===== config.mk =====
export PLATFORM = sky130hd
export DESIGN_NAME = weighted_random_pick_unit_flat
export DESIGN_NICKNAME = d
export VERILOG_FILES = /design/src/hdl/wrp_pkg.sv /design/src/hdl/wrp_req_if.sv /design/src/hdl/wrp_rsp_if.sv /design/src/hdl/wrp_table.sv /design/src/hdl/wrp_mod_serial.sv /design/src/hdl/weighted_random_pick_unit.sv /design/src/flat_wrapper.sv
export SDC_FILE = /design/constraint.sdc
export NUM_CORES = 1
export LEC_CHECK = 0
export BUFFER_PORTS_ARGS = -buffer_cell sky130_fd_sc_hd__buf_2
export CORE_ASPECT_RATIO = 1.25
export CORE_MARGIN = 2
export CORE_UTILIZATION = 25
export CTS_CLUSTER_DIAMETER = 150
export DETAILED_ROUTE_END_ITERATION = 7
export PLACE_DENSITY = 0.48
export SYNTH_ARGS = -nofsm -noshare
export SYNTH_HDL_FRONTEND = slang
export SYNTH_HIERARCHICAL = 1
export SYNTH_SLANG_ARGS = --single-unit

===== constraint.sdc =====
create_clock -name clock -period 7.6 [get_ports clock]
set_clock_uncertainty 0.05 [all_clocks]
set_input_delay 0.38 -clock clock [delete_from_list [all_inputs] [get_ports clock]]
set_output_delay 0.38 -clock clock [all_outputs]
set_load 0.1 [all_outputs]

===== src/hdl/wrp_pkg.sv =====
// ----------------------------------------------------------------------------
// wrp_pkg
// Shared types and constants for the weighted random pick unit.
// ----------------------------------------------------------------------------
package wrp_pkg;

   localparam int ENTRIES     = 16;
   localparam int WEIGHT_BITS = 16;

   // Field widths of the channel and register beats
   localparam int INDEX_W = 4;
   localparam int FIELD_W = 16;
   localparam int VALUE_W = 32;
   localparam int RAND_W  = 31;
   localparam int CFG_W   = 5;

   localparam int IDX_W   = $clog2(ENTRIES);
   localparam int CNT_W   = $clog2(ENTRIES + 1);
   localparam int TOTAL_W = WEIGHT_BITS + IDX_W;
   localparam int STEP_W  = $clog2(RAND_W);

   localparam logic [CFG_W-1:0] CFG_RESET = CFG_W'(2);

   typedef enum logic {
      CMD_WRITE = 1'b0,
      CMD_DRAW  = 1'b1
   } cmd_type;

   typedef enum logic [4:0] {
      ST_IDLE = 5'b00001,
      ST_SUM  = 5'b00010,
      ST_DIV  = 5'b00100,
      ST_SCAN = 5'b01000,
      ST_DONE = 5'b10000
   } state_type;

   typedef struct packed {
      logic                   en;
      logic [IDX_W-1:0]       addr;
      logic [WEIGHT_BITS-1:0] weight;
      logic [VALUE_W-1:0]     value;
   } tbl_wr_type;

endpackage


===== src/hdl/wrp_req_if.sv =====
// ----------------------------------------------------------------------------
// wrp_req_if
// Request channel: table writes and draw requests.
// ----------------------------------------------------------------------------
interface wrp_req_if import wrp_pkg::*; ();
   logic                valid;
   logic                ready;
   cmd_type             cmd;
   logic [INDEX_W-1:0]  entry_index;
   logic [FIELD_W-1:0]  weight;
   logic signed [VALUE_W-1:0] entry_value;
   logic [RAND_W-1:0]   random_word;

   modport source (output valid, cmd, entry_index, weight, entry_value, random_word,
                   input ready);
   modport sink   (input valid, cmd, entry_index, weight, entry_value, random_word,
                   output ready);
endinterface


===== src/hdl/wrp_rsp_if.sv =====
// ----------------------------------------------------------------------------
// wrp_rsp_if
// Response channel: one beat per draw.
// ----------------------------------------------------------------------------
interface wrp_rsp_if import wrp_pkg::*; ();
   logic                      valid;
   logic                      ready;
   logic signed [VALUE_W-1:0] picked_value;
   logic [INDEX_W-1:0]        picked_index;
   logic                      zero_total;

   modport source (output valid, picked_value, picked_index, zero_total, input ready);
   modport sink   (input valid, picked_value, picked_index, zero_total, output ready);
endinterface


===== src/hdl/wrp_table.sv =====
// ----------------------------------------------------------------------------
// wrp_table
// Weight and value storage, one write port, one registered read port.
// ----------------------------------------------------------------------------
module wrp_table import wrp_pkg::*; (
   input  logic                   clock,
   input  tbl_wr_type             wr,
   input  logic [IDX_W-1:0]       rd_addr,
   output logic [WEIGHT_BITS-1:0] rd_weight,
   output logic [VALUE_W-1:0]     rd_value
);

   logic [WEIGHT_BITS-1:0] wt_mem [ENTRIES];
   logic [VALUE_W-1:0]     val_mem [ENTRIES];
   logic [WEIGHT_BITS-1:0] rd_weight_ff;
   logic [VALUE_W-1:0]     rd_value_ff;

   always_ff @(posedge clock) begin
      if (wr.en) begin
         wt_mem[wr.addr]  <= wr.weight;
         val_mem[wr.addr] <= wr.value;
      end
      rd_weight_ff <= wt_mem[rd_addr];
      rd_value_ff  <= val_mem[rd_addr];
   end

   assign rd_weight = rd_weight_ff;
   assign rd_value  = rd_value_ff;

endmodule


===== src/hdl/wrp_mod_serial.sv =====
// ----------------------------------------------------------------------------
// wrp_mod_serial
// Bit-serial restoring remainder: one dividend bit per cycle.
// ----------------------------------------------------------------------------
module wrp_mod_serial import wrp_pkg::*; (
   input  logic               clock,
   input  logic               reset,
   input  logic               start,
   input  logic [RAND_W-1:0]  dividend,
   input  logic [TOTAL_W-1:0] divisor,
   output logic               done,
   output logic [TOTAL_W-1:0] remainder
);

   logic               busy_ff, busy_in;
   logic               done_ff, done_in;
   logic [STEP_W-1:0]  cnt_ff, cnt_in;
   logic [RAND_W-1:0]  dvd_ff, dvd_in;
   logic [TOTAL_W-1:0] dvs_ff, dvs_in;
   logic [TOTAL_W-1:0] rem_ff, rem_in;
   logic [TOTAL_W:0]   trial;
   logic               fits;

   // remainder stays below divisor, so trial < 2*divisor
   assign trial = {rem_ff, dvd_ff[RAND_W-1]};
   assign fits  = trial >= {1'b0, dvs_ff};

   always_comb begin
      busy_in = busy_ff;
      done_in = 1'b0;
      cnt_in  = cnt_ff;
      dvd_in  = dvd_ff;
      dvs_in  = dvs_ff;
      rem_in  = rem_ff;
      if (start) begin
         busy_in = 1'b1;
         cnt_in  = '0;
         dvd_in  = dividend;
         dvs_in  = divisor;
         rem_in  = '0;
      end else if (busy_ff) begin
         rem_in = fits ? TOTAL_W'(trial - {1'b0, dvs_ff}) : trial[TOTAL_W-1:0];
         dvd_in = {dvd_ff[RAND_W-2:0], 1'b0};
         cnt_in = STEP_W'(cnt_ff + 1'b1);
         if (cnt_ff == STEP_W'(RAND_W - 1)) begin
            busy_in = 1'b0;
            done_in = 1'b1;
         end
      end
   end

   always_ff @(posedge clock) begin
      if (reset) begin
         busy_ff <= 1'b0;
         done_ff <= 1'b0;
      end else begin
         busy_ff <= busy_in;
         done_ff <= done_in;
      end
   end

   always_ff @(posedge clock) begin
      cnt_ff <= cnt_in;
      dvd_ff <= dvd_in;
      dvs_ff <= dvs_in;
      rem_ff <= rem_in;
   end

   assign done      = done_ff;
   assign remainder = rem_ff;

endmodule


===== src/hdl/weighted_random_pick_unit.sv =====
// Write beat: table updated at the accepting edge, no response.
// Draw beat: sums the weights in use, then (unless the total is zero) runs the
// bit-serial remainder unit and scans running sums, then loads the response register.
// Reset (synchronous, active high) sets entries_in_use to 2 and empties the
// response register; table contents are undefined until written.
// ----------------------------------------------------------------------------
// weighted_random_pick_unit
// Weighted random selection by cumulative weight inversion.
// ----------------------------------------------------------------------------
module weighted_random_pick_unit import wrp_pkg::*; (
   input  logic             clock,
   input  logic             reset,
   input  logic             csr_we,
   input  logic [CFG_W-1:0] csr_wdata,
   wrp_req_if.sink          req_if,
   wrp_rsp_if.source        rsp_if
);

   logic [CFG_W-1:0]   csr_ff;
   state_type          state_ff, state_in;
   logic [CNT_W-1:0]   idx_ff, idx_in;
   logic               dvld_ff, dvld_in;
   logic [IDX_W-1:0]   didx_ff, didx_in;
   logic [TOTAL_W-1:0] total_ff, total_in;
   logic [TOTAL_W-1:0] run_ff, run_in;
   logic [TOTAL_W-1:0] r_ff, r_in;
   logic [RAND_W-1:0]  rnd_ff, rnd_in;
   logic [VALUE_W-1:0] res_value_ff, res_value_in;
   logic [IDX_W-1:0]   res_index_ff, res_index_in;
   logic               res_zero_ff, res_zero_in;
   logic               rsp_vld_ff, rsp_vld_in;
   logic [VALUE_W-1:0] rsp_value_ff;
   logic [INDEX_W-1:0] rsp_index_ff;
   logic               rsp_zero_ff;

   logic [CNT_W-1:0]       n_act;
   logic                   accept;
   logic                   load_out;
   tbl_wr_type             tbl_wr;
   logic [IDX_W-1:0]       rd_addr;
   logic [WEIGHT_BITS-1:0] rd_weight;
   logic [VALUE_W-1:0]     rd_value;
   logic [TOTAL_W-1:0]     run_sum;
   logic                   hit;
   logic                   last_entry;
   logic                   div_start;
   logic                   div_done;
   logic [TOTAL_W-1:0]     div_rem;

   always_comb begin
      priority if (csr_ff == '0) begin
         n_act = CNT_W'(1);
      end else if (32'(csr_ff) > 32'(ENTRIES)) begin
         n_act = CNT_W'(ENTRIES);
      end else begin
         n_act = CNT_W'(csr_ff);
      end
   end

   assign req_if.ready = (state_ff == ST_IDLE);
   assign accept       = req_if.valid && req_if.ready;

   always_comb begin
      tbl_wr.en     = accept && (req_if.cmd == CMD_WRITE) &&
                      (32'(req_if.entry_index) < 32'(ENTRIES));
      tbl_wr.addr   = IDX_W'(req_if.entry_index);
      tbl_wr.weight = WEIGHT_BITS'(req_if.weight);
      tbl_wr.value  = req_if.entry_value;
   end

   // idx_ff may reach n; the wrapped address is never consumed
   assign rd_addr = idx_ff[IDX_W-1:0];

   wrp_table u_table (
      .clock     (clock),
      .wr        (tbl_wr),
      .rd_addr   (rd_addr),
      .rd_weight (rd_weight),
      .rd_value  (rd_value)
   );

   wrp_mod_serial u_mod (
      .clock     (clock),
      .reset     (reset),
      .start     (div_start),
      .dividend  (rnd_ff),
      .divisor   (total_ff),
      .done      (div_done),
      .remainder (div_rem)
   );

   assign run_sum    = TOTAL_W'(run_ff + TOTAL_W'(rd_weight));
   assign hit        = run_sum >= r_ff;
   assign last_entry = didx_ff == IDX_W'(n_act - 1'b1);
   assign load_out   = (state_ff == ST_DONE) && (!rsp_vld_ff || rsp_if.ready);

   always_comb begin
      state_in     = state_ff;
      idx_in       = idx_ff;
      dvld_in      = dvld_ff;
      didx_in      = didx_ff;
      total_in     = total_ff;
      run_in       = run_ff;
      r_in         = r_ff;
      rnd_in       = rnd_ff;
      res_value_in = res_value_ff;
      res_index_in = res_index_ff;
      res_zero_in  = res_zero_ff;
      div_start    = 1'b0;
      unique case (state_ff)
         ST_IDLE: begin
            if (accept && (req_if.cmd == CMD_DRAW)) begin
               rnd_in   = req_if.random_word;
               idx_in   = '0;
               dvld_in  = 1'b0;
               total_in = '0;
               state_in = ST_SUM;
            end
         end
         ST_SUM: begin
            // read issued this cycle, data lands next cycle
            dvld_in = idx_ff != n_act;
            if (idx_ff != n_act) begin
               didx_in = idx_ff[IDX_W-1:0];
               idx_in  = CNT_W'(idx_ff + 1'b1);
            end
            if (dvld_ff) begin
               total_in = TOTAL_W'(total_ff + TOTAL_W'(rd_weight));
            end
            if ((idx_ff == n_act) && !dvld_ff) begin
               if (total_ff == '0) begin
                  res_value_in = '0;
                  res_index_in = '0;
                  res_zero_in  = 1'b1;
                  state_in     = ST_DONE;
               end else begin
                  div_start = 1'b1;
                  state_in  = ST_DIV;
               end
            end
         end
         ST_DIV: begin
            if (div_done) begin
               r_in     = TOTAL_W'(div_rem + 1'b1);
               idx_in   = '0;
               dvld_in  = 1'b0;
               run_in   = '0;
               state_in = ST_SCAN;
            end
         end
         ST_SCAN: begin
            dvld_in = idx_ff != n_act;
            if (idx_ff != n_act) begin
               didx_in = idx_ff[IDX_W-1:0];
               idx_in  = CNT_W'(idx_ff + 1'b1);
            end
            if (dvld_ff) begin
               run_in = run_sum;
               if (hit || last_entry) begin
                  res_value_in = rd_value;
                  res_index_in = didx_ff;
                  res_zero_in  = 1'b0;
                  dvld_in      = 1'b0;
                  state_in     = ST_DONE;
               end
            end
         end
         ST_DONE: begin
            if (load_out) begin
               state_in = ST_IDLE;
            end
         end
         default: begin
            state_in = ST_IDLE;
         end
      endcase
   end

   assign rsp_vld_in = load_out || (rsp_vld_ff && !rsp_if.ready);

   always_ff @(posedge clock) begin
      if (reset) begin
         csr_ff     <= CFG_RESET;
         state_ff   <= ST_IDLE;
         dvld_ff    <= 1'b0;
         rsp_vld_ff <= 1'b0;
      end else begin
         if (csr_we) begin
            csr_ff <= csr_wdata;
         end
         state_ff   <= state_in;
         dvld_ff    <= dvld_in;
         rsp_vld_ff <= rsp_vld_in;
      end
   end

   always_ff @(posedge clock) begin
      idx_ff       <= idx_in;
      didx_ff      <= didx_in;
      total_ff     <= total_in;
      run_ff       <= run_in;
      r_ff         <= r_in;
      rnd_ff       <= rnd_in;
      res_value_ff <= res_value_in;
      res_index_ff <= res_index_in;
      res_zero_ff  <= res_zero_in;
      if (load_out) begin
         rsp_value_ff <= res_value_ff;
         rsp_index_ff <= INDEX_W'(res_index_ff);
         rsp_zero_ff  <= res_zero_ff;
      end
   end

   assign rsp_if.valid        = rsp_vld_ff;
   assign rsp_if.picked_value = rsp_value_ff;
   assign rsp_if.picked_index = rsp_index_ff;
   assign rsp_if.zero_total   = rsp_zero_ff;

`ifndef SYNTHESIS
   a_done_in_div: assert property (@(posedge clock) disable iff (reset)
      div_done |-> (state_ff == ST_DIV))
      else $error("remainder done outside divide phase");

   a_div_nonzero: assert property (@(posedge clock) disable iff (reset)
      (state_ff == ST_DIV) |-> (total_ff != '0))
      else $error("divide started with zero total");

   a_target_range: assert property (@(posedge clock) disable iff (reset)
      (state_ff == ST_SCAN) |-> ((r_ff != '0) && (r_ff <= total_ff)))
      else $error("scan target outside 1..total");

   a_scan_index: assert property (@(posedge clock) disable iff (reset)
      ((state_ff == ST_SCAN) && dvld_ff) |-> (CNT_W'(didx_ff) < n_act))
      else $error("scan read beyond entries in use");

   a_load_once: assert property (@(posedge clock) disable iff (reset)
      load_out |=> (state_ff == ST_IDLE) && rsp_vld_ff)
      else $error("response load did not complete the draw");
`endif

endmodule


===== src/flat_wrapper.sv =====
// flat-port wrapper written by rule: the top's interface ports become plain ports
module weighted_random_pick_unit_flat import wrp_pkg::*;
  (clock, reset, csr_we, csr_wdata, req_if_valid, req_if_cmd, req_if_entry_index, req_if_weight, req_if_entry_value, req_if_random_word, req_if_ready, rsp_if_valid, rsp_if_picked_value, rsp_if_picked_index, rsp_if_zero_total, rsp_if_ready);
  wrp_req_if req_if_i ();
  wrp_rsp_if rsp_if_i ();
  input  logic clock;
  input  logic reset;
  input  logic csr_we;
  input  logic [CFG_W-1:0] csr_wdata;
  input wire logic [$bits(req_if_i.valid)-1:0] req_if_valid;
  input wire logic [$bits(req_if_i.cmd)-1:0] req_if_cmd;
  input wire logic [$bits(req_if_i.entry_index)-1:0] req_if_entry_index;
  input wire logic [$bits(req_if_i.weight)-1:0] req_if_weight;
  input wire logic [$bits(req_if_i.entry_value)-1:0] req_if_entry_value;
  input wire logic [$bits(req_if_i.random_word)-1:0] req_if_random_word;
  output wire logic [$bits(req_if_i.ready)-1:0] req_if_ready;
  output wire logic [$bits(rsp_if_i.valid)-1:0] rsp_if_valid;
  output wire logic [$bits(rsp_if_i.picked_value)-1:0] rsp_if_picked_value;
  output wire logic [$bits(rsp_if_i.picked_index)-1:0] rsp_if_picked_index;
  output wire logic [$bits(rsp_if_i.zero_total)-1:0] rsp_if_zero_total;
  input wire logic [$bits(rsp_if_i.ready)-1:0] rsp_if_ready;
  assign req_if_i.valid = req_if_valid;
  assign req_if_i.cmd = req_if_cmd;
  assign req_if_i.entry_index = req_if_entry_index;
  assign req_if_i.weight = req_if_weight;
  assign req_if_i.entry_value = req_if_entry_value;
  assign req_if_i.random_word = req_if_random_word;
  assign req_if_ready = req_if_i.ready;
  assign rsp_if_valid = rsp_if_i.valid;
  assign rsp_if_picked_value = rsp_if_i.picked_value;
  assign rsp_if_picked_index = rsp_if_i.picked_index;
  assign rsp_if_zero_total = rsp_if_i.zero_total;
  assign rsp_if_i.ready = rsp_if_ready;
  weighted_random_pick_unit u_core (.clock(clock), .reset(reset), .csr_we(csr_we), .csr_wdata(csr_wdata), .req_if(req_if_i), .rsp_if(rsp_if_i));
endmodule

# After elaboration in Yosys (flattened, before gate mapping)
# Memories as Yosys holds them, arrays and structs flattened. A register that Yosys moved wholly into a read port is not among the register bits.
# Index checks and enable logic that the tools add are counted.
# word_totals
ff_bits,264
ramBits,768
out_inout_bits,39
elab_cells,137
mem_count,2
# mem_list
name,words,word_bits,rd,rd_clocked_by_memory_dff,wr,line,source
u_core.u_table.val_mem,16,32,1,1,1,wrp_table.sv:14,logic [VALUE_W-1:0] val_mem [ENTRIES];
u_core.u_table.wt_mem,16,16,1,1,1,wrp_table.sv:13,logic [WEIGHT_BITS-1:0] wt_mem [ENTRIES];
# classes
add_sub_neg,7
order_cmp,3
eq_ne,18
mux,52
bitwise,2
reduce_logical,31
# op_table
cell,count
$mux 32,4
$mux 20,5
$pmux 20 s2,2
$pmux 32 s2,1
$mux 31,2
$mux 5,12
$add 20x16->20,2
$pmux 5 s5,1
$ge 21x20->1,1
$add 20x1->20 const B,1
$ge 20x20->1,1
$logic_not 20->1,1
$sub 20x20->20,1
$mux 1,17
$mux 4,4
$pmux 5 s3,1
$ne 2x1->1 const B,7
$add 5x1->5 const B,2
$eq 5x5->1 const B,2
$reduce_and 3->1,3
$pmux 4 s2,1
$reduce_bool 2->1,4
$logic_and 1x1->1,6
$reduce_and 2->1,3
23 further kinds,29

# Longest topological paths before layout
# Gate-level depths: netlist of run 1.
# depth
ltp_word,9
ltp_mapped,15
ltp_nobuf,15

# Modules after synthesis
# The synthesis of run 1 kept the hierarchy.
# modules_own_cells
mod,instances,cells_per_inst,area_each_um2
wrp_table,1,1242,29691.0
weighted_random_pick_unit,1,683,8944.8
wrp_mod_serial,1,362,4181.5

# Least setup slack after synthesis of run 1
# Ideal clock, no wire load.
# synth_path
path_type,reg-to-reg
start,register u_core.state_ff[4]
end,"memory u_core.u_table.val_mem[0][0], enable pin"
setup_time_ps,513
arrival_ps,5191
t_required_ps,7037
slack_ps,1846
path_stages_with_launch,8
n_path_buf,1
synth_period_minus_slack_ps,5754
path_cell_list,dfxtp_1 > nor3_1 > and3b_1 > buf_2 > nand2_1 > nor2_1 > or3b_2 > nor3_1
# synth_lines
element,line,source
start: declaration,weighted_random_pick_unit.sv:20,"state_type state_ff, state_in;"
start signal: assignment,weighted_random_pick_unit.sv:191,state_ff <= state_in;
end: declaration,wrp_table.sv:14,

# Worst setup path after layout of run 1
# layout_path
start,register u_core.run_ff[0]
end,"register u_core.res_value_ff[21], enable pin"
# layout_via
elab_chain_len,5
# layout_rtl
element,line,source
start: declaration,weighted_random_pick_unit.sv:25,"logic [TOTAL_W-1:0] run_ff, run_in;"
start signal: assignment,weighted_random_pick_unit.sv:201,run_ff <= run_in;
$add 20x16->20,weighted_random_pick_unit.sv:92,assign run_sum = TOTAL_W'(run_ff + TOTAL_W'(rd_weight));
via u_core.run_sum[8],weighted_random_pick_unit.sv:43,logic [TOTAL_W-1:0] run_sum;
$ge 20x20->1,weighted_random_pick_unit.sv:93,assign hit = run_sum >= r_ff;
$logic_or 1x1->1,weighted_random_pick_unit.sv:159,if (hit || last_entry) begin
$ne 2x1->1 (no line),n/a,
$reduce_and 5->1 (no line),n/a,
end signal: assignment,weighted_random_pick_unit.sv:204,res_value_ff <= res_value_in;
end: declaration,weighted_random_pick_unit.sv:28,"logic [VALUE_W-1:0] res_value_ff, res_value_in;"
# The timed path passes the listed nets, and every way through them passes these cells.
# A chain may end at the register's enable or synchronous reset.

==> PnR_summary.wiki, run 1 <==
{| class="wikitable"
! Metric !! Value
|-
| Result of the run || complete, no violations
|-
| Hold path depth || 3
|-
| Die footprint || roughly 0.17 sq mm
|-
| CTS Hold Buffers Added || 97
|-
| Worst reg2reg path depth || 15
|-
| Die outline width || ~370 um
|-
| Ys flop type || sky130_fd_sc_hd__edfxtp_1
|-
| Tot GR Track Use || 0.116
|-
| Total instance count after detailed placement || between 4,000 and 5,000
|-
| Wire length per cell || around 21 um
|-
| Pre-Repair DR Iteration Count || 5
|-
| Number of nets in the layout || 2,755
|-
| Clock transition at the registers of the reported paths || about 0.060 ns
|-
| Post-synth EDFFs || between 900 and 1,000
|-
| Share of the clock period used by the worst path || 0.603
|-
| Number of vias after detailed routing || between 20,000 and 25,000
|-
| Crit path capture type || flip-flop
|-
| Share of layout cells above drive strength 1 || 0.235
|-
| Max clock buf depth || 3
|-
| Post-synthesis area per instance || between 15 and 20 sq um
|-
| Via density per instance || ~4.4
|-
| Clock Tree Root || sky130_fd_sc_hd__clkbuf_16
|-
| Setup repair after global routing missed its margin || no
|-
| Post-Syn Instances || ~2,300
|-
| Total count of hold-check failures in the final report || 0
|-
| Die height || about 470 um
|-
| Iter 0 DRT Violations || roughly 1,400
|-
| Final TNS setup || 0 ns
|-
| Estimated wirelength of the detail-placed design || between 50,000 and 60,000 um
|-
| Count of buffers from port buffering || ~130
|-
| Clock network latency to the later pin of the worst-skew pair || between 0.7 and 0.8 ns
|-
| Power per cell area || 273 mW/mm^2
|-
| Area added between synthesis and finish || 19.5%
|-
| Synth warnings || 6
|-
| Site Rows || 169
|-
| First-pass GRT wire length || roughly 150,000 um
|-
| Total of endpoints with negative setup slack in the final report || 0
|-
| Leading cell type in the layout, fill and taps excluded || sky130_fd_sc_hd__edfxtp_1
|-
| Placeable Area || roughly 0.17 sq mm
|-
| Worst reg2reg path endpoint || u_core/res_value_ff[21]
|-
| Internal reg-to-reg setup slack || just over 3 ns
|-
| Distinct cell type count of the synthesized netlist || 84
|-
| Number of top-level pins || roughly 130
|-
| Peak supply drop || ~0.21 mV
|-
| CTS resizes || 0
|-
| Count of max-cap constraint violations || 0
|-
| Slew Limit Fails || 0
|-
| Leakage power figure || between 15 and 20 nW
|-
| Sequential cell area fraction in the yosys report || 0.737
|-
| Cts bufs inserted || ~110
|-
| Worst setup path start || u_core/run_ff[0]
|-
| Grt total ovfl || 0
|-
| Synthesized flop and latch total || between 1,000 and 1,500
|-
| Sink Count || 1,080
|-
| Synth Cell Area || about 0.043 sq mm
|-
| Arr. time, crit path || about 4.9 ns
|-
| Commonest non-fill, non-tap cells in the layout || 993 x sky130_fd_sc_hd__edfxtp_1, 192 x sky130_fd_sc_hd__mux4_2, 132 x sky130_fd_sc_hd__buf_2
|-
| Worst setup path category || flip-flop to flip-flop
|-
| Slew HR || 0.251
|-
| Number of standard cells in the final layout excluding fillers || between 4,000 and 5,000
|-
| Beginning of the worst hold path || req_if_cmd
|-
| Highest Clock Rate || around 220 MHz
|-
| Pin count of the biggest net entering global routing || 114
|-
| Post-Syn Nets || between 2,000 and 2,500
|-
| Crit path required time || about 7.9 ns
|-
| Max H-tree Level || 3
|-
| Number of fill cells || 16,776
|-
| Number of setup buffers added after CTS || 0
|-
| Async S/R FF share, synth || 0
|-
| Number of nets with antenna violations after detailed routing || 0
|-
| Initial antenna violation count || 20
|-
| Final RePlAce weighted congestion || slightly below 0.8
|-
| Starting density of the core || 0.252
|-
| CTS tree || done
|-
| DRC viols || 0
|-
| Slew at the pin with the worst max-slew slack || about 1.1 ns
|-
| Startpoint of the most critical register-to-register path || u_core/run_ff[0]
|-
| Final critical path time including I/O delays and setup || roughly 4.6 ns
|-
| Class of the worst hold path || input pin to flip-flop
|-
| Startpoint type of the worst setup path || flip-flop
|-
| Total wire length after detailed routing || slightly above 100,000 um
|-
| Worst-path fanout max || 37
|-
| Worst Hold Path EP || u_core/state_ff[1]
|-
| Vias in the first global route || approximately 23,000
|}
[cells in the mapped netlist (36+ instances only)]
library cell                 n  area share
sky130_fd_sc_hd__and2_1     64      0.0094
sky130_fd_sc_hd__a22oi_1    96       0.017
sky130_fd_sc_hd__a21oi_1    44      0.0051
sky130_fd_sc_hd__mux4_2    192        0.10
sky130_fd_sc_hd__o21ai_0    36      0.0042
sky130_fd_sc_hd__xnor2_1    45      0.0092
sky130_fd_sc_hd__ha_1       77       0.023
sky130_fd_sc_hd__edfxtp_1  993        0.70
sky130_fd_sc_hd__xor2_1     40      0.0082
sky130_fd_sc_hd__nand2_1    90      0.0079
sky130_fd_sc_hd__inv_1      58      0.0051
sky130_fd_sc_hd__clkbuf_1   42      0.0037
sky130_fd_sc_hd__nor2_1     87      0.0076
sky130_fd_sc_hd__dfxtp_1    87       0.041
[through the flow]
| step | util | power [mW] | setup WS, ns | instance area [sq um] | hold slack [ns] |
|---|---|---|---|---|---|
| after floorplan | - | 7.92 | 1.85 | 42800 | 0.350 |
| after global placement | 0.272 | 8.38 | 2.92 | 46300 | 0.354 |
| after detailed placement | 0.272 | 8.39 | 2.88 | 46300 | 0.356 |
| after CTS | 0.301 | 14.2 | 2.90 | 51200 | 0.00833 |
| after global routing | 0.301 | 14.6 | 2.68 | 51200 | 0.0486 |
| final | 0.301 | 14.0 | 3.02 | 51200 | 0.0844 |
[report_power, final]
part / switching (mW) / internal [mW] / leakage (nW)
Combinational: 0.896 / 0.677 / 5.21
Sequential: 0.0918 / 6.62 / 9.62
Clock: 2.40 / 3.29 / 1.89
Total: 3.39 / 10.6 / 16.7
[worst max-delay path by stage]
stage / to / slack [ns] / depth (start not counted)
6_report: u_core/res_value_ff[21] / 3.02 / 15
5_1_grt: u_core/res_value_ff[5] / 2.68 / 15
4_1_cts: u_core/res_value_ff[5] / 2.90 / 15
3_5_place_dp: u_core/res_value_ff[28] / 2.88 / 15
3_3_place_gp: u_core/res_value_ff[28] / 2.92 / 15
2_1_floorplan: u_core/u_table/val_mem[0][0] / 1.85 / 7
[area by class of cell]
cell class | instances | area, sq um | area share
clock buffer | 138 | 3020 | 0.0591
multi-input combinational | 1060 | 10800 | 0.211
sequential | 1080 | 31600 | 0.617
clock inverter | 77 | 867 | 0.0169
inverter | 58 | 218 | 0.00425
timing repair buffer | 267 | 1940 | 0.0379
antenna | 5 | 12.5 | 0.000244
tap | 2223 | 2780 | 0.0543
[kinds of logic (layout without fill, tap and decap cells)]
kind of cell / after synthesis / in the layout / synth area share
other cells: 0 / 5 / 0
compound gates: 294 / 294 / 0.0516
xor+xnor: 85 / 85 / 0.0174
flops: 1080 / 1080 / 0.737
buf+inv: 147 / 540 / 0.0149
simple gates: 361 / 361 / 0.0420
fa+ha+maj: 80 / 80 / 0.0239
mux: 240 / 240 / 0.113
[state kept, by name (all words and copies together) (netlist names), 4 cells and up]
name	flops
u_core/u_table/rd_value	32
u_core/u_mod/dvd_ff	31
u_core/res_index_ff	4
u_core/u_table/wt_mem	256
u_core/u_mod/cnt_ff	5
u_core/run_ff	20
u_core/u_table/rd_weight	16
u_core/idx_ff	5
u_core/rnd_ff	31
u_core/res_value_ff	32
u_core/didx_ff	4
u_core/u_table/val_mem	512
u_core/u_mod/dvs_ff	20
u_core/csr_ff	5
u_core/r_ff	20
u_core/rsp_if.picked_index	4
u_core/total_ff	20
u_core/rsp_if.picked_value	32
u_core/u_mod/remainder	20
u_core/state_ff	5
[routing by layer]
metal | track usage | up-vias | wire length (um)
met5 | 0 | - | 168
li1 | - | 9794 | -
met4 | 0.0271 | 28 | 1920
met3 | 0.0261 | 162 | 4780
met2 | 0.194 | 396 | 49200
met1 | 0.154 | 11304 | 46600
[critical path: stages (launching register included)]
cell and delay [ns]:
sky130_fd_sc_hd__edfxtp_1 0.37, sky130_fd_sc_hd__ha_1 0.24, sky130_fd_sc_hd__fa_1 0.41, sky130_fd_sc_hd__a21oi_1 0.21, sky130_fd_sc_hd__o21ai_0 0.21, sky130_fd_sc_hd__a21oi_1 0.32
sky130_fd_sc_hd__o21ai_0 0.14, sky130_fd_sc_hd__xor2_1 0.18, sky130_fd_sc_hd__ha_1 0.32, sky130_fd_sc_hd__nand3_1 0.08, sky130_fd_sc_hd__nor4_1 0.34, sky130_fd_sc_hd__o2111a_1 0.26
sky130_fd_sc_hd__o221ai_1 0.13, sky130_fd_sc_hd__nand3_1 0.20, sky130_fd_sc_hd__and3_2 0.20, sky130_fd_sc_hd__buf_4 0.47
Power figures use the tool's default switching activity.
==> inputs of run 2 (changes only) <==
--- a/config.mk
+++ b/config.mk
@@ -11,7 +11,7 @@
 export CORE_UTILIZATION = 25
 export CTS_CLUSTER_DIAMETER = 150
 export DETAILED_ROUTE_END_ITERATION = 7
-export PLACE_DENSITY = 0.48
+export PLACE_DENSITY = 0.49
 export SYNTH_ARGS = -nofsm -noshare
 export SYNTH_HDL_FRONTEND = slang
 export SYNTH_HIERARCHICAL = 1
==> constraint.sdc (replaced) <==
create_clock -name clock -period 3.7 [get_ports clock]
set_clock_uncertainty 0.05 [all_clocks]
set_input_delay 0.185 -clock clock [delete_from_list [all_inputs] [get_ports clock]]
set_output_delay 0.185 -clock clock [all_outputs]
set_load 0.1 [all_outputs]
==> run 2 against run 1 <==
The run now ends with setup timing left. Largest power group unchanged. Largest cell class unchanged. Final area increased by 2.0%. Via count is 0.55% higher. First-iteration DRC count is 1.4% higher. Sequential share of layout area fell by 1.2 points. Global-route usage is 0.22 points higher. Maximum frequency up 21%.
==> PnR_summary.wiki, run 2 (same netlist as run 1, synthesis figures left out) <==
{| class="wikitable"
! Metric !! Value
|-
| Result of the run || finished with violations
|-
| Violated checks || setup timing
|-
| Overall Power || 28.9 mW (+110%)
|-
| Peak supply drop || 0.369 mV (+78%)
|-
| Iter 0 DRT Violations || 1,417 (+1.4%)
|-
| Number of vias after detailed routing || 21,804 (+0.55%)
|-
| Cts bufs inserted || 116 (+1.8%)
|-
| Die footprint || 0.175 sq mm (unchanged)
|-
| Highest Clock Rate || 263 MHz (+21%)
|-
| Max clock buf depth || 3 (unchanged)
|-
| Count of max-cap constraint violations || 0 (unchanged)
|-
| Tot GR Track Use || 0.119 (+0.00223)
|-
| Wire length per cell || 21.1 um (+0.57%)
|-
| Leading registers by flop count || u_core/u_table/val_mem x512, u_core/u_table/wt_mem x256
|-
| Critical path cell sequence || ha_2 > fa_2 > a21oi_4 > o21ai_2 > a21oi_2 > buf_4 > buf_4 > xnor2_1 > ha_1 > nand2_1 > nor4_1 > buf_4 > o2111a_1 > o221ai_2 > nand3_2 > and3_4 > buf_12 > buf_16
|-
| Startpoint type of the worst setup path || flip-flop
|-
| Area added between synthesis and finish || 21.9%
|-
| Crit path capture type || flip-flop
|-
| Cell mode on critical path || sky130_fd_sc_hd__buf_4
|-
| Register with the highest flop count || u_core/u_table/val_mem
|-
| Critical Path End || u_core/res_value_ff[3]
|-
| Total count of hold-check failures in the final report || 0 (unchanged)
|-
| Slew Limit Fails || 0 (unchanged)
|-
| Clock network latency to the later pin of the worst-skew pair || 0.72 ns (-0.04 ns)
|-
| Stages on the worst setup path || 18 (+3)
|-
| Final RePlAce weighted congestion || 0.773 (-0.13%)
|-
| Largest register FFs || 512 (unchanged)
|-
| Leading cell type in the layout, fill and taps excluded || sky130_fd_sc_hd__edfxtp_1
|-
| Sum of buffers and inverters on the critical path || 5 (+4)
|-
| Worst setup path start || u_core/run_ff[0]
|-
| Class of the worst hold path || input pin to flip-flop
|-
| Worst-path fanout max || 8 (-78%)
|-
| Slew at the pin with the worst max-slew slack || 1.06 ns (-0.0629 ns)
|-
| Count of buffers from port buffering || 132 (unchanged)
|-
| Setup repair after global routing missed its margin || yes
|-
| First-pass GRT wire length || 155,000 um (+1.6%)
|-
| Clock transition at the registers of the reported paths || 0.06 ns (about the same)
|-
| Power per cell area || 554 mW/mm^2 (+100%)
|-
| Pin count of the biggest net entering global routing || 125 (+9.6%)
|-
| Max H-tree Level || 3 (unchanged)
|-
| Estimated wirelength of the detail-placed design || 58,600 um (+1.2%)
|-
| Placeable Area || 0.170 sq mm (unchanged)
|-
| Starting density of the core || 0.252 (unchanged)
|-
| Worst setup path category || flip-flop to flip-flop
|-
| Hold path depth || 2 (-1)
|-
| Number of nets in the layout || 2,821 (+2.4%)
|-
| Final core utilization || 0.307 (+0.00597)
|-
| Worst reg2reg path endpoint || u_core/res_value_ff[3]
|-
| Clock Tree Root || sky130_fd_sc_hd__clkbuf_16
|-
| Initial antenna violation count || 15 (-25%)
|-
| Die outline width || 374 um (unchanged)
|-
| Slew HR || 0.295 (+0.0436)
|-
| Number of standard cells in the final layout excluding fillers || 4,976 (+1.4%)
|-
| Startpoint of the most critical register-to-register path || u_core/run_ff[0]
|-
| Total of endpoints with negative setup slack in the final report || 37 (+37)
|-
| CTS tree || done
|-
| Slowest cell on crit path || sky130_fd_sc_hd__edfxtp_1
|-
| Crit path required time || 4.03 ns (-3.89 ns)
|-
| Die height || 467 um (unchanged)
|-
| Total instance count after detailed placement || 4,645 (+1.2%)
|-
| Arr. time, crit path || 4.13 ns (-0.77 ns)
|-
| Vias in the first global route || 22,838 (-0.53%)
|-
| Site Rows || 169 (unchanged)
|-
| Number of nets with antenna violations after detailed routing || 0 (unchanged)
|-
| Largest incremental delay on the critical path || 0.37 ns (-0.10 ns)
|-
| Pre-Repair DR Iteration Count || 5 (unchanged)
|-
| Commonest non-fill, non-tap cells in the layout || 993 x sky130_fd_sc_hd__edfxtp_1, 192 x sky130_fd_sc_hd__mux4_2, 132 x sky130_fd_sc_hd__buf_2
|-
| Via density per instance || 4.38 (-0.82%)
|-
| Sink Count || 1,080 (unchanged)
|-
| Number of top-level pins || 133 (unchanged)
|-
| Final critical path time including I/O delays and setup || 3.80 ns (-0.784 ns)
|-
| Top Family by Delay on Critical Path || adder cells
|-
| Total wire length after detailed routing || 105,000 um (+2.0%)
|-
| Grt total ovfl || 0 (unchanged)
|-
| Share of the clock period used by the worst path || 1.03 (+0.424)
|-
| DRC viols || 0 (unchanged)
|-
| Final Worst Setup Slack || -0.0982 ns (-3.12 ns)
|-
| Leakage power figure || 17.2 nW (+2.7%)
|-
| Share of layout cells above drive strength 1 || 0.255 (+0.0204)
|-
| Worst reg2reg path depth || 18 (+3)
|-
| Internal reg-to-reg setup slack || -0.1 ns (-3.12 ns)
|}
-- run 2: cell types whose count changed in the layout (fill, tap and decap cells not counted), sizes merged --
| cell | delta |
|---|---|
| dlygate4sd3 | +2 |
| clkbuf | +16 |
| inv | +2 |
| bufinv | -3 |
| clkinv | -8 |
| clkinvlp | -3 |
| buf | +62 |
-- run 2: stage by stage --
step	cell area, sq um	setup TNS [ns]	setup slack [ns]	hold slack, ns
floorplan	42900	-136.27	-0.751	0.207
global placement	47100	-18.96	-0.536	0.312
detailed placement	47100	-19.17	-0.553	0.313
CTS	52100	-5.20	-0.194	0.0535
global route	52200	-7.24	-0.248	0.0946
finish	52200	-1.72	-0.0982	0.123
-- run 2: power by group --
| part | switching, mW | leakage, nW | internal [mW] |
|---|---|---|---|
| logic | 1.91 | 5.66 | 1.61 |
| registers | 0.184 | 9.63 | 13.6 |
| clock network | 4.86 | 1.88 | 6.73 |
-- run 2: metal layers --
| metal | track usage | wire length, um | part of all wire |
|---|---|---|---|
| met1 | 0.159 | 47100 | 0.45 |
| met2 | 0.195 | 50200 | 0.48 |
| met3 | 0.0240 | 5430 | 0.052 |
| met4 | 0.0331 | 2000 | 0.019 |
| met5 | 0 | 105 | 0.0010 |
-- run 2: worst min-delay path by stage --
stage,slack (ns),endpoint,start
floorplan,0.21,u_core/u_mod/busy_ff,reset
global placement,0.31,u_core/rnd_ff[3],req_if_random_word[3]
detailed placement,0.31,u_core/rnd_ff[2],req_if_random_word[2]
CTS,0.05,u_core/rnd_ff[22],req_if_random_word[22]
global route,0.09,u_core/rnd_ff[26],req_if_random_word[26]
finish,0.12,u_core/rnd_ff[22],req_if_random_word[22]
-- run 2: repair_timing --
item / CTS / global route
hold endpoints to repair: 813 / 0
pin swaps: 9 / 5
resized for setup: 14 / 14
endpoints found under the setup margin: 40 / 38
setup buffers: 5 / 0
hold buffers: 99 / 0
cloned: 3 / 0
-- run 2: worst reg2reg max path: stages (launching register included) --
cell                       delay [ns]
sky130_fd_sc_hd__edfxtp_1        0.37
sky130_fd_sc_hd__ha_2            0.20
sky130_fd_sc_hd__fa_2            0.37
sky130_fd_sc_hd__a21oi_4         0.15
sky130_fd_sc_hd__o21ai_2         0.10
sky130_fd_sc_hd__a21oi_2         0.20
sky130_fd_sc_hd__buf_4           0.13
sky130_fd_sc_hd__buf_4           0.09
sky130_fd_sc_hd__xnor2_1         0.07
sky130_fd_sc_hd__ha_1            0.28
sky130_fd_sc_hd__nand2_1         0.06
sky130_fd_sc_hd__nor4_1          0.27
sky130_fd_sc_hd__buf_4           0.16
sky130_fd_sc_hd__o2111a_1        0.22
sky130_fd_sc_hd__o221ai_2        0.14
sky130_fd_sc_hd__nand3_2         0.09
sky130_fd_sc_hd__and3_4          0.19
sky130_fd_sc_hd__buf_12          0.15
sky130_fd_sc_hd__buf_16          0.18
-- run 2: layout make-up --
class	instances	area (sq um)
clock inverter	65	699
fill	16691	118000
inverter	58	218
tap	2223	2780
antenna	5	12.5
clock buffer	154	3170
sequential	1080	31600
timing repair buffer	331	2830
multi-input combinational	1060	10900
